### src/hw/rtl/ccde_pkg.sv
// ---------------------------------------------------------------------------
// Character-cell draw engine package
// Shared types, command codes and controller/datapath signal groups.
// ---------------------------------------------------------------------------
package ccde_pkg;

   localparam int CoordWidth = 12;
   typedef logic signed [CoordWidth-1:0] coord_type;

   typedef enum logic [2:0] {
      OP_READ       = 3'd0,
      OP_FG_RECT    = 3'd1,
      OP_BLOCK_RECT = 3'd2,
      OP_BG_RECT    = 3'd3,
      OP_DISC       = 3'd4,
      OP_FG_SPAN    = 3'd5
   } op_type;

   localparam logic [7:0] SOLID_BLOCK = 8'd219;

   localparam logic [0:0] CSR_COLS = 1'b0;
   localparam logic [0:0] CSR_ROWS = 1'b1;

   localparam logic [6:0] COLS_RESET = 7'd80;
   localparam logic [4:0] ROWS_RESET = 5'd25;

   typedef struct packed {
      logic load;
      logic setup;
      logic step;
      logic clear;
      logic rsp_load;
   } ccde_cmd_type;

   typedef struct packed {
      logic area_empty;
      logic box_empty;
      logic walk_last;
      logic clear_last;
      logic rsp_free;
   } ccde_status_type;

endpackage

### src/hw/rtl/ccde_ctrl.sv
// ---------------------------------------------------------------------------
// Character-cell draw engine: controller
// Sequences clearing, command setup, the cell walk and read responses.
// ---------------------------------------------------------------------------
module ccde_ctrl import ccde_pkg::*; (
   input  logic            clock,
   input  logic            reset,
   input  logic            req_tvalid,
   output logic            req_tready,
   input  op_type          req_op,
   input  ccde_status_type status,
   output ccde_cmd_type    cmd
);

   typedef enum logic [2:0] {
      ST_CLEAR,
      ST_IDLE,
      ST_SETUP,
      ST_CHECK,
      ST_WALK,
      ST_DRAIN,
      ST_RD_ADDR,
      ST_RD_DATA
   } state_type;

   state_type state_ff, state_in;

   always_ff @(posedge clock) begin
      if (reset) begin
         state_ff <= ST_CLEAR;
      end else begin
         state_ff <= state_in;
      end
   end

   always_comb begin
      state_in   = state_ff;
      req_tready = 1'b0;
      cmd        = '0;
      unique case (state_ff)
         ST_CLEAR: begin
            cmd.clear = 1'b1;
            if (status.clear_last) begin
               state_in = ST_IDLE;
            end
         end
         ST_IDLE: begin
            req_tready = 1'b1;
            if (req_tvalid) begin
               cmd.load = 1'b1;
               case (req_op) inside
                  OP_READ: state_in = ST_RD_ADDR;
                  OP_FG_RECT, OP_BLOCK_RECT, OP_BG_RECT, OP_DISC: begin
                     state_in = status.area_empty ? ST_IDLE : ST_SETUP;
                  end
                  OP_FG_SPAN: state_in = status.area_empty ? ST_IDLE : ST_WALK;
                  default: state_in = ST_IDLE;
               endcase
            end
         end
         ST_SETUP: begin
            cmd.setup = 1'b1;
            state_in  = ST_CHECK;
         end
         ST_CHECK: begin
            state_in = status.box_empty ? ST_IDLE : ST_WALK;
         end
         ST_WALK: begin
            cmd.step = 1'b1;
            if (status.walk_last) begin
               state_in = ST_DRAIN;
            end
         end
         ST_DRAIN: begin
            state_in = ST_IDLE;
         end
         ST_RD_ADDR: begin
            state_in = ST_RD_DATA;
         end
         ST_RD_DATA: begin
            if (status.rsp_free) begin
               cmd.rsp_load = 1'b1;
               state_in     = ST_IDLE;
            end
         end
         default: state_in = ST_IDLE;
      endcase
   end

endmodule

### config.mk
export PLATFORM = sky130hd
export DESIGN_NAME = ccde_ctrl
export DESIGN_NICKNAME = d
export VERILOG_FILES = /design/src/hw/rtl/ccde_pkg.sv /design/src/hw/rtl/ccde_ctrl.sv
export SDC_FILE = /design/constraint.sdc
export NUM_CORES = 1
export LEC_CHECK = 0
export BUFFER_PORTS_ARGS = -buffer_cell sky130_fd_sc_hd__buf_2
export CAP_MARGIN = 5
export CELL_PAD_IN_SITES_DETAIL_PLACEMENT = 1
export CELL_PAD_IN_SITES_GLOBAL_PLACEMENT = 1
export CORE_AREA = 2 2 39 41
export DETAILED_ROUTE_END_ITERATION = 7
export DIE_AREA = 0 0 41 43
export PLACE_DENSITY = 0.66
export SYNTH_ARGS = -nofsm -noshare
export SYNTH_HDL_FRONTEND = slang
export SYNTH_SLANG_ARGS = --single-unit
### constraint.sdc
create_clock -name clock -period 1.4 [get_ports clock]
set_input_delay 0.42 -clock clock [delete_from_list [all_inputs] [get_ports clock]]
set_output_delay 0.42 -clock clock [all_outputs]
set_load 0.1 [all_outputs]
Yosys cells after proc, flatten, opt, wreduce, memory -nomap -nowiden --
Index checks and enable logic that the tools add are counted.
Word-level totals: register bits 3, logic and storage cells 40
Cells by class: muxes and demuxes 19, eq/ne operators 16, reduce and logical (&&, ||, !) cells 4
Operator list (count):
- 2-to-1 mux 3 bit | 9
- case mux 3 bit (8 select lines) | 1
- == test 3 bit (second input constant) | 6
- == test 3 x 2 -> 1 bit (second input constant) | 4
- 2-to-1 mux 1 bit | 8
- inequality test 2 bit (second input constant) | 4
- == test 3 x 1 -> 1 bit (second input constant) | 2
- zero test 3 bit | 2
- AND reduction 4 bit | 1
- OR reduction 4 bit | 1
- 2-to-1 mux 2 bit | 1

Depth between registers and ports, before layout --
Gate-level depths: netlist (run 1).
word-level depth 6, mapped depth 4, depth with buffers taken out 3

Least setup slack after synthesis (run 1) --
Ideal clock, no wire load.
path kind register to output, start point register state_ff[1], end point output cmd[3] (netlist name), arrival 2.643 ns, stages on the path, launching flop included 3, setup slack -1.663 ns, buffers on the path 1, cells stage by stage dfxtp_1 -> buf_6 -> nor3b_1
RTL lines:
- start, declared | line ccde_ctrl.sv:26 | state_type state_ff, state_in;
- start signal, assigned | line ccde_ctrl.sv:32 | state_ff <= state_in;
- end, declared | line ccde_ctrl.sv:12 | output ccde_cmd_type cmd

==> impl_metrics.tcl, run 1 <==
set metrics [dict create \
    synth_edf_count 0 \
    ys_types 24 \
    fin_crit_ns 1.56 \
    clk_pin_slew_worst_paths_ns 0.04 \
    hpwl_um 753 \
    layout.cells.non_filler 78 \
    dp_cells 73 \
    ys_ff_latch 3 \
    max_freq_ghz 0.643 \
    grt_pass1_vias 386 \
    irDropWorstVdd_uv 235 \
    drv_slew 0 \
    insertion_delay_ns 0.24 \
    largest_register "state_ff" \
    core-area_um2 1380 \
    syn_area_per_cell_um2 7.81 \
    drive_above_1_share_pct 67.7 \
    crit_top_cell "buf_12" \
    drv_cap 0 \
    ys_seq_area_share_pct 20.8 \
    path_max_fanout 5 \
    final_antenna_net_count 0 \
    grt_pass1_wl_um 1560 \
    finalCritPeriodShare_pct 111 \
    die_y_um 43 \
    outcome "finished, violations left" \
    largest_register_ffs 3 \
    antenna_found_initial 0 \
    path_cells "buf_12 -> nor3b_4 -> buf_12" \
    relSlewSlack_pct 82.1 \
    rsz0062_at_grt "true" \
    worst_hold_path_type "in -> reg" \
    num-nets-final 74 \
    min_path_cells 2 \
    drt_iter0_markers 2 \
    startpoint_type "register" \
    clock_sinks 3 \
    fin_hold_ws_ns 0.404 \
    tightest_slew_ns 0.267 \
    clockBufferDepth 2 \
    routed_wl_um 927 \
    start_util_pct 20.9 \
    gp_congestion 0.740 \
    rows 14 \
    placedInstanceArea_um2 568 \
    die_width_um 41 \
    track_usage_pct 13.3 \
    slowest_stage "dfxtp_4" \
    finalHoldViolations 0 \
    cts_tree "built" \
    skew_ns 0.00652 \
    pwr_density_cell_nw_per_um2 741 \
    drc 0 \
    path_class "reg -> out" \
    syn_nets 48 \
    reg.largest.list "state_ff: 3 flops" \
    required_ns 0.98 \
    num_vias 382 \
    cts_max_level 1 \
    ff2ff_path_depth 4 \
    cpPeakStageDelay_ns 0.36 \
    syn-instance-count 37 \
    portBuffers 16 \
    crit_arrival_ns 1.14 \
    setup_viol 6 \
    ios 17 \
    numCtsBuffers 3 \
    syn_to_final_growth_pct 120 \
    grt-ovfl-total 0 \
    dr.pass1.iters 4 \
    stdcell_area_um2 637 \
    die_area_um2 1760 \
    synthArstFlopShare_pct 0 \
    fin_setup_tns_ns -0.835 \
    synth_ff_type "dfxtp_1" \
    setup.worst_path.end_class "output pin" \
    finalWorstSetupSlack_ns -0.155 \
    grt_max_degree 9 \
    ys_warn_count 0 \
    wire_per_inst_um 11.9 \
    diodes 0 \
    p_leak_uw 0.000257 \
    cts_root_buf "clkbuf_4" \
    synthesis.area_um2 289 \
    failed_checks "setup timing" \
    vias_per_cell 4.90 \
]
[worst max-delay path, delay by kind of cell (launching register included)]
kind / cells / cell delay (ns)
flip-flops: 1 / 0.36
buffers and inverters: 2 / 0.33
AND/OR/NAND/NOR: 1 / 0.22
[power by group]
| part | total (uW) | internal [uW] | switching, uW | leakage [uW] |
|---|---|---|---|---|
| logic | 220 | 96.9 | 123 | 0.000215 |
| registers | 96.4 | 87.5 | 8.83 | 0.0000267 |
| clock network | 155 | 107 | 48.3 | 0.0000150 |
[metal layers]
| metal | global-route usage, % | vias to the layer above | share of wire, % |
|---|---|---|---|
| li1 | - | 186 | - |
| met1 | 12.7 | 182 | 34 |
| met2 | 23.4 | 12 | 59 |
| met3 | 4.71 | 2 | 5.9 |
| met4 | 6.00 | 0 | 1.1 |
| met5 | 0 | - | 0 |
[Yosys cell counts (2+ instances only)]
master,number,area (um2)
a21oi_1,2,10.0
dfxtp_1,3,60.1
inv_1,3,11.3
nor2_1,3,11.3
nor2b_1,3,18.8
nor3_1,3,15.0
o21ai_0,3,15.0
[layout by cell type (no fill, tap or decap), drive strengths merged, types with 2 or more instances in the layout]
master / count
a21oi: 2
buf: 23
clkbuf: 4
dfxtp: 3
inv: 2
nor2: 3
nor2b: 4
nor3: 3
nor3b: 2
o21ai: 4
[layout make-up]
type	instances	area, um2
Timing Repair Buffer	23	259
Sequential cell	3	71.3
Multi-Input combinational cell	29	245
Clock buffer	4	26.3
Inverter	3	15.0
Tap cell	16	20.0
Fill cell	162	747
[final timing paths]
path	end	slack (ns)	start
worst max-delay path	cmd[3]	-0.16	state_ff[0]
worst min-delay path	state_ff[1]	0.40	reset
worst max register to register	state_ff[0]	0.15	state_ff[1]
worst min register to register	state_ff[1]	0.61	state_ff[1]
[kinds of logic after synthesis]
kind of cell    after synthesis  share of synthesized area, %
simple gates                 17                          39.0
buf+inv                       5                          9.52
mux                           1                          3.46
compound gates               11                          27.3
flops                         3                          20.8
[timing repair]
action | CTS | global route
resized for setup | 6 | 2
setup endpoints to repair | 6 | 6
setup buffers | 1 | 0
hold buffers | 0 | 0
hold endpoints to repair | 0 | 0
pin swaps | 3 | 1
[stage by stage]
stage	setup slack (ns)	total power (uW)	util [%]
3_5_place_dp	-0.0863	306	41.0
6_report	-0.155	472	46.0
3_3_place_gp	-0.0708	303	41.0
2_1_floorplan	-0.319	223	-
5_1_grt	-0.219	505	46.0
4_1_cts	-0.158	479	45.6
Note: power is estimated with default switching activity, not from simulation.
==> run 2: changes to the inputs <==
--- a/config.mk
+++ b/config.mk
@@ -13,6 +13,7 @@
 export DETAILED_ROUTE_END_ITERATION = 7
 export DIE_AREA = 0 0 41 43
 export PLACE_DENSITY = 0.66
+export RECOVER_POWER = 50
 export SYNTH_ARGS = -nofsm -noshare
 export SYNTH_HDL_FRONTEND = slang
 export SYNTH_SLANG_ARGS = --single-unit
==> constraint.sdc (replaced) <==
create_clock -name clock -period 1.4 [get_ports clock]
set_input_delay 0.14 -clock clock [delete_from_list [all_inputs] [get_ports clock]]
set_output_delay 0.14 -clock clock [all_outputs]
set_load 0.1 [all_outputs]
==> impl_metrics.tcl, run 2 (same netlist as run 1, synthesis figures left out) <==
set metrics [dict create \
    drv_cap 0 \
    cts_root_buf "clkbuf_4" \
    cts_setup_buffers 0 \
    crit_arrival_ns 1.21 \
    antenna_found_initial 0 \
    power_frac_comb_pct 43.3 \
    p_leak_uw 0.000221 \
    irDropWorstVdd_uv 256 \
    die_width_um 41 \
    critPathBufInv 2 \
    setup_viol 0 \
    largest_register_ffs 3 \
    drive_above_1_share_pct 61.4 \
    final_cell_mix "10 x buf_2, 5 x buf_12, 3 x nor2_1, 3 x o21ai_0, 3 x clkbuf_4" \
    seqPwrFrac_pct 22.6 \
    dr.pass1.iters 4 \
    hpwl_um 705 \
    core-area_um2 1380 \
    reg.largest.list "state_ff: 3 flops" \
    path_max_fanout 7 \
    insertion_delay_ns 0.23 \
    finalWorstSetupSlack_ns 0.0548 \
    cp_top_family "buffers and inverters" \
    fin_crit_ns 1.35 \
    grt_pass1_vias 352 \
    cts_hold_buf 0 \
    wire_per_inst_um 12.7 \
    routed_wl_um 924 \
    startpoint_type "register" \
    grt_pass1_wl_um 1520 \
    path_cells "buf_4 -> nor3b_4 -> buf_12" \
    worst_hold_path_type "in -> reg" \
    num_vias 340 \
    rsz0062_at_grt "false" \
    pwr-share-clk_pct 34.1 \
    max_freq_ghz 0.743 \
    path_class "reg -> out" \
    portBuffers 16 \
    drt_iter0_markers 8 \
    pwr_density_cell_nw_per_um2 820 \
    dp_slack_ns 0.108 \
    fin_hold_ws_ns 0.110 \
    rows 14 \
    cts_max_level 1 \
    numCtsBuffers 3 \
    tightest_slew_ns 0.258 \
    required_ns 1.26 \
    clk_pin_slew_worst_paths_ns 0.04 \
    drv_slew 0 \
    setup.worst_path.end_class "output pin" \
    p_sw_uw 174 \
    grt_max_degree 10 \
    diodes 0 \
    vias_per_cell 4.66 \
    outcome "completed" \
    layout.cells.non_filler 73 \
    num-nets-final 69 \
    clockBufferDepth 2 \
    relSlewSlack_pct 82.8 \
    final_antenna_net_count 0 \
    drc 0 \
    p_int_uw 276 \
    fillers 159 \
    largest_register "state_ff" \
    dp_cells 69 \
    fin_total_pwr_uw 450 \
    skew_ns 0.0000448 \
    die_area_um2 1760 \
    gp_congestion 0.725 \
    syn_to_final_growth_pct 90.0 \
    cpPeakStageDelay_ns 0.37 \
    finalHoldViolations 0 \
    clock_sinks 3 \
    switching_share_pct 38.7 \
    start_util_pct 20.9 \
    finalCritPeriodShare_pct 96.1 \
    grt-ovfl-total 0 \
    ios 17 \
    slowest_stage "dfxtp_2" \
    final_common_cell "buf_2" \
    track_usage_pct 13.2 \
    cts_tree "built" \
    die_y_um 43 \
]
run 2: changes by cell type in the layout (fill, tap and decap cells not counted), sizes merged:
cell | previous run | this run
buf | 23 | 18
run 2: cell type report:
| cell class | instances | area, um2 | share of cell area, % |
|---|---|---|---|
| multi-input cells | 29 | 245 | 44.6 |
| repair buffers | 18 | 176 | 32.1 |
| flip-flops and latches | 3 | 66.3 | 12.1 |
| clock buffers | 4 | 26.3 | 4.78 |
| well taps | 16 | 20.0 | 3.64 |
| inverters | 3 | 15.0 | 2.73 |
run 2: power by group through the flow:
stage,Clock (uW),Sequential (uW),Combinational [uW]
global placement,0,102,190
finish,154,102,195
detailed placement,0,102,192
CTS,163,102,195
global route,175,103,206
floorplan,0,97.6,124
run 2: worst register-to-register path: cells and delay by family (launching register included):
kind	cells	cell delay, ns
AO/OA/AOI/OAI	2	0.55
flip-flops	1	0.44
AND/OR/NAND/NOR	1	0.10
run 2: repair_timing:
action | CTS | global route
endpoints found under the hold margin | 0 | 0
setup endpoints to repair | 5 | 1
resized for setup | 4 | 3
run 2: metal layers:
layer  part of all wire [%]  track usage, %  vias up  wire (um)
met2                     55            20.6       10        508
met5                      0               0        -          0
met3                    7.4            5.24        0         68
li1                       -               -      173          -
met1                     38            13.9      157        347
met4                      0            8.00        0          0
run 2: final timing paths:
kind,slack (ns),from,endpoint,cells after the start
worst max-delay path,0.05,state_ff[2],cmd[3],3
worst min-delay path,0.11,reset,state_ff[0],2
worst max register to register,0.22,state_ff[1],state_ff[0],3
worst min register to register,0.58,state_ff[2],state_ff[2],2
run 2: stage by stage:
step | utilization [%] | area (um2) | setup TNS (ns)
after floorplan | - | 333 | -0.0583
after global placement | 37.7 | 522 | 0
after detailed placement | 37.7 | 522 | 0
after CTS | 40.3 | 558 | 0
after global routing | 39.7 | 549 | 0
final | 39.7 | 549 | 0
==> run 3: changes to the inputs <==
--- a/config.mk
+++ b/config.mk
@@ -10,6 +10,7 @@
 export CELL_PAD_IN_SITES_DETAIL_PLACEMENT = 1
 export CELL_PAD_IN_SITES_GLOBAL_PLACEMENT = 1
 export CORE_AREA = 2 2 39 41
+export CTS_BUF_LIST = sky130_fd_sc_hd__clkbuf_4
 export DETAILED_ROUTE_END_ITERATION = 7
 export DIE_AREA = 0 0 41 43
 export PLACE_DENSITY = 0.66
==> impl_metrics.tcl, run 3 (same netlist as run 1, synthesis figures left out) <==
set metrics [dict create \
    outcome "completed" \
    drv_cap 0 \
    die_area_um2 1760 \
    wire_per_inst_um 12.7 \
    fin_total_pwr_uw 470 \
    reg.largest.list "state_ff: 3 flops" \
    p_leak_uw 0.000224 \
    multiInputGateArea_um2 245 \
    setup.worst_path.end_class "output pin" \
    num_vias 339 \
    drt_iter0_markers 8 \
    ios 17 \
    irDropWorstVdd_uv 256 \
    hpwl_um 705 \
    syn_to_final_growth_pct 91.3 \
    setup_viol 0 \
    startpoint_type "register" \
    insertion_delay_ns 0.23 \
    crit_arrival_ns 1.20 \
    drv_slew 0 \
    cts_resized 4 \
    gp_congestion 0.725 \
    die_y_um 43 \
    largest_register "state_ff" \
    diodes 0 \
    drive_above_1_share_pct 63.2 \
    max_freq_ghz 0.744 \
    largest_register_ffs 3 \
    finalWorstSetupSlack_ns 0.0552 \
    relSlewSlack_pct 82.8 \
    skew_ns 0.000355 \
    grt_pass1_wl_um 1520 \
    pwr_density_cell_nw_per_um2 849 \
    grt_pass1_vias 352 \
    grt_max_degree 10 \
    worst_hold_path_type "in -> reg" \
    path_max_fanout 7 \
    portBuffers 16 \
    track_usage_pct 13.2 \
    fin_setup_tns_ns 0 \
    core-area_um2 1380 \
    cts_root_buf "clkbuf_4" \
    dr.pass1.iters 4 \
    dp_slack_ns 0.108 \
    tightest_slew_ns 0.258 \
    clk_pin_slew_worst_paths_ns 0.04 \
    register_area_um2 66.3 \
    clockBufferDepth 2 \
    numCtsBuffers 3 \
    final_antenna_net_count 0 \
    utilization_pct 40.0 \
    drc 0 \
    cts_max_level 1 \
    start_util_pct 20.9 \
    required_ns 1.26 \
    placedInstanceArea_um2 522 \
    grt-ovfl-total 0 \
    final_common_cell "buf_2" \
    antenna_found_initial 0 \
    vias_per_cell 4.64 \
    fin_crit_ns 1.34 \
    stdcell_area_um2 553 \
    rows 14 \
    finalCritPeriodShare_pct 96.1 \
    cts_hold_buf 0 \
    fillers 159 \
    num-nets-final 69 \
    finalHoldViolations 0 \
    rsz0062_at_grt "false" \
    routed_wl_um 925 \
    die_width_um 41 \
    clock_sinks 3 \
    final_cell_mix "10 x buf_2, 5 x buf_12, 4 x clkbuf_4" \
    path_class "reg -> out" \
    cts_tree "built" \
    cts_setup_buffers 0 \
]
-- run 3: where the power goes --
group          switching (uW)  internal (uW)  leakage [uW]
Sequential               11.4           90.7     0.0000261
Clock                    46.4            126     0.0000184
Combinational             116           78.5      0.000180
-- run 3: path summary, 6_finish.rpt --
check / from / endpoint / slack (ns) / cells past startpoint
worst max-delay path: state_ff[2] / cmd[3] / 0.06 / 3
worst min-delay path: reset / state_ff[0] / 0.11 / 2
worst max register to register: state_ff[1] / state_ff[0] / 0.22 / 3
worst min register to register: state_ff[2] / state_ff[2] / 0.58 / 2
-- run 3: through the flow --
step,hold slack (ns),instances
final,0.110,73
after global routing,0.0962,73
after CTS,0.0982,73
after detailed placement,0.351,69
after global placement,0.356,69
after floorplan,0.197,37
-- run 3: layout make-up --
cell class	count	area share (%)
Timing Repair Buffer	18	31.9
Sequential cell	3	12.0
Tap cell	16	3.62
Multi-Input combinational cell	29	44.3
Inverter	3	2.71
Clock buffer	4	5.43
-- run 3: worst max-delay path, stage by stage, from the launching register on --
cell	delay, ns
dfxtp_2	0.37
buf_4	0.18
nor3b_4	0.22
buf_12	0.20
-- run 3: metal layers --
| metal | part of all wire [%] | track usage [%] |
|---|---|---|
| met5 | 0 | 0 |
| met2 | 55 | 20.6 |
| met4 | 0 | 8.00 |
| met3 | 7.4 | 5.24 |
| met1 | 38 | 13.9 |
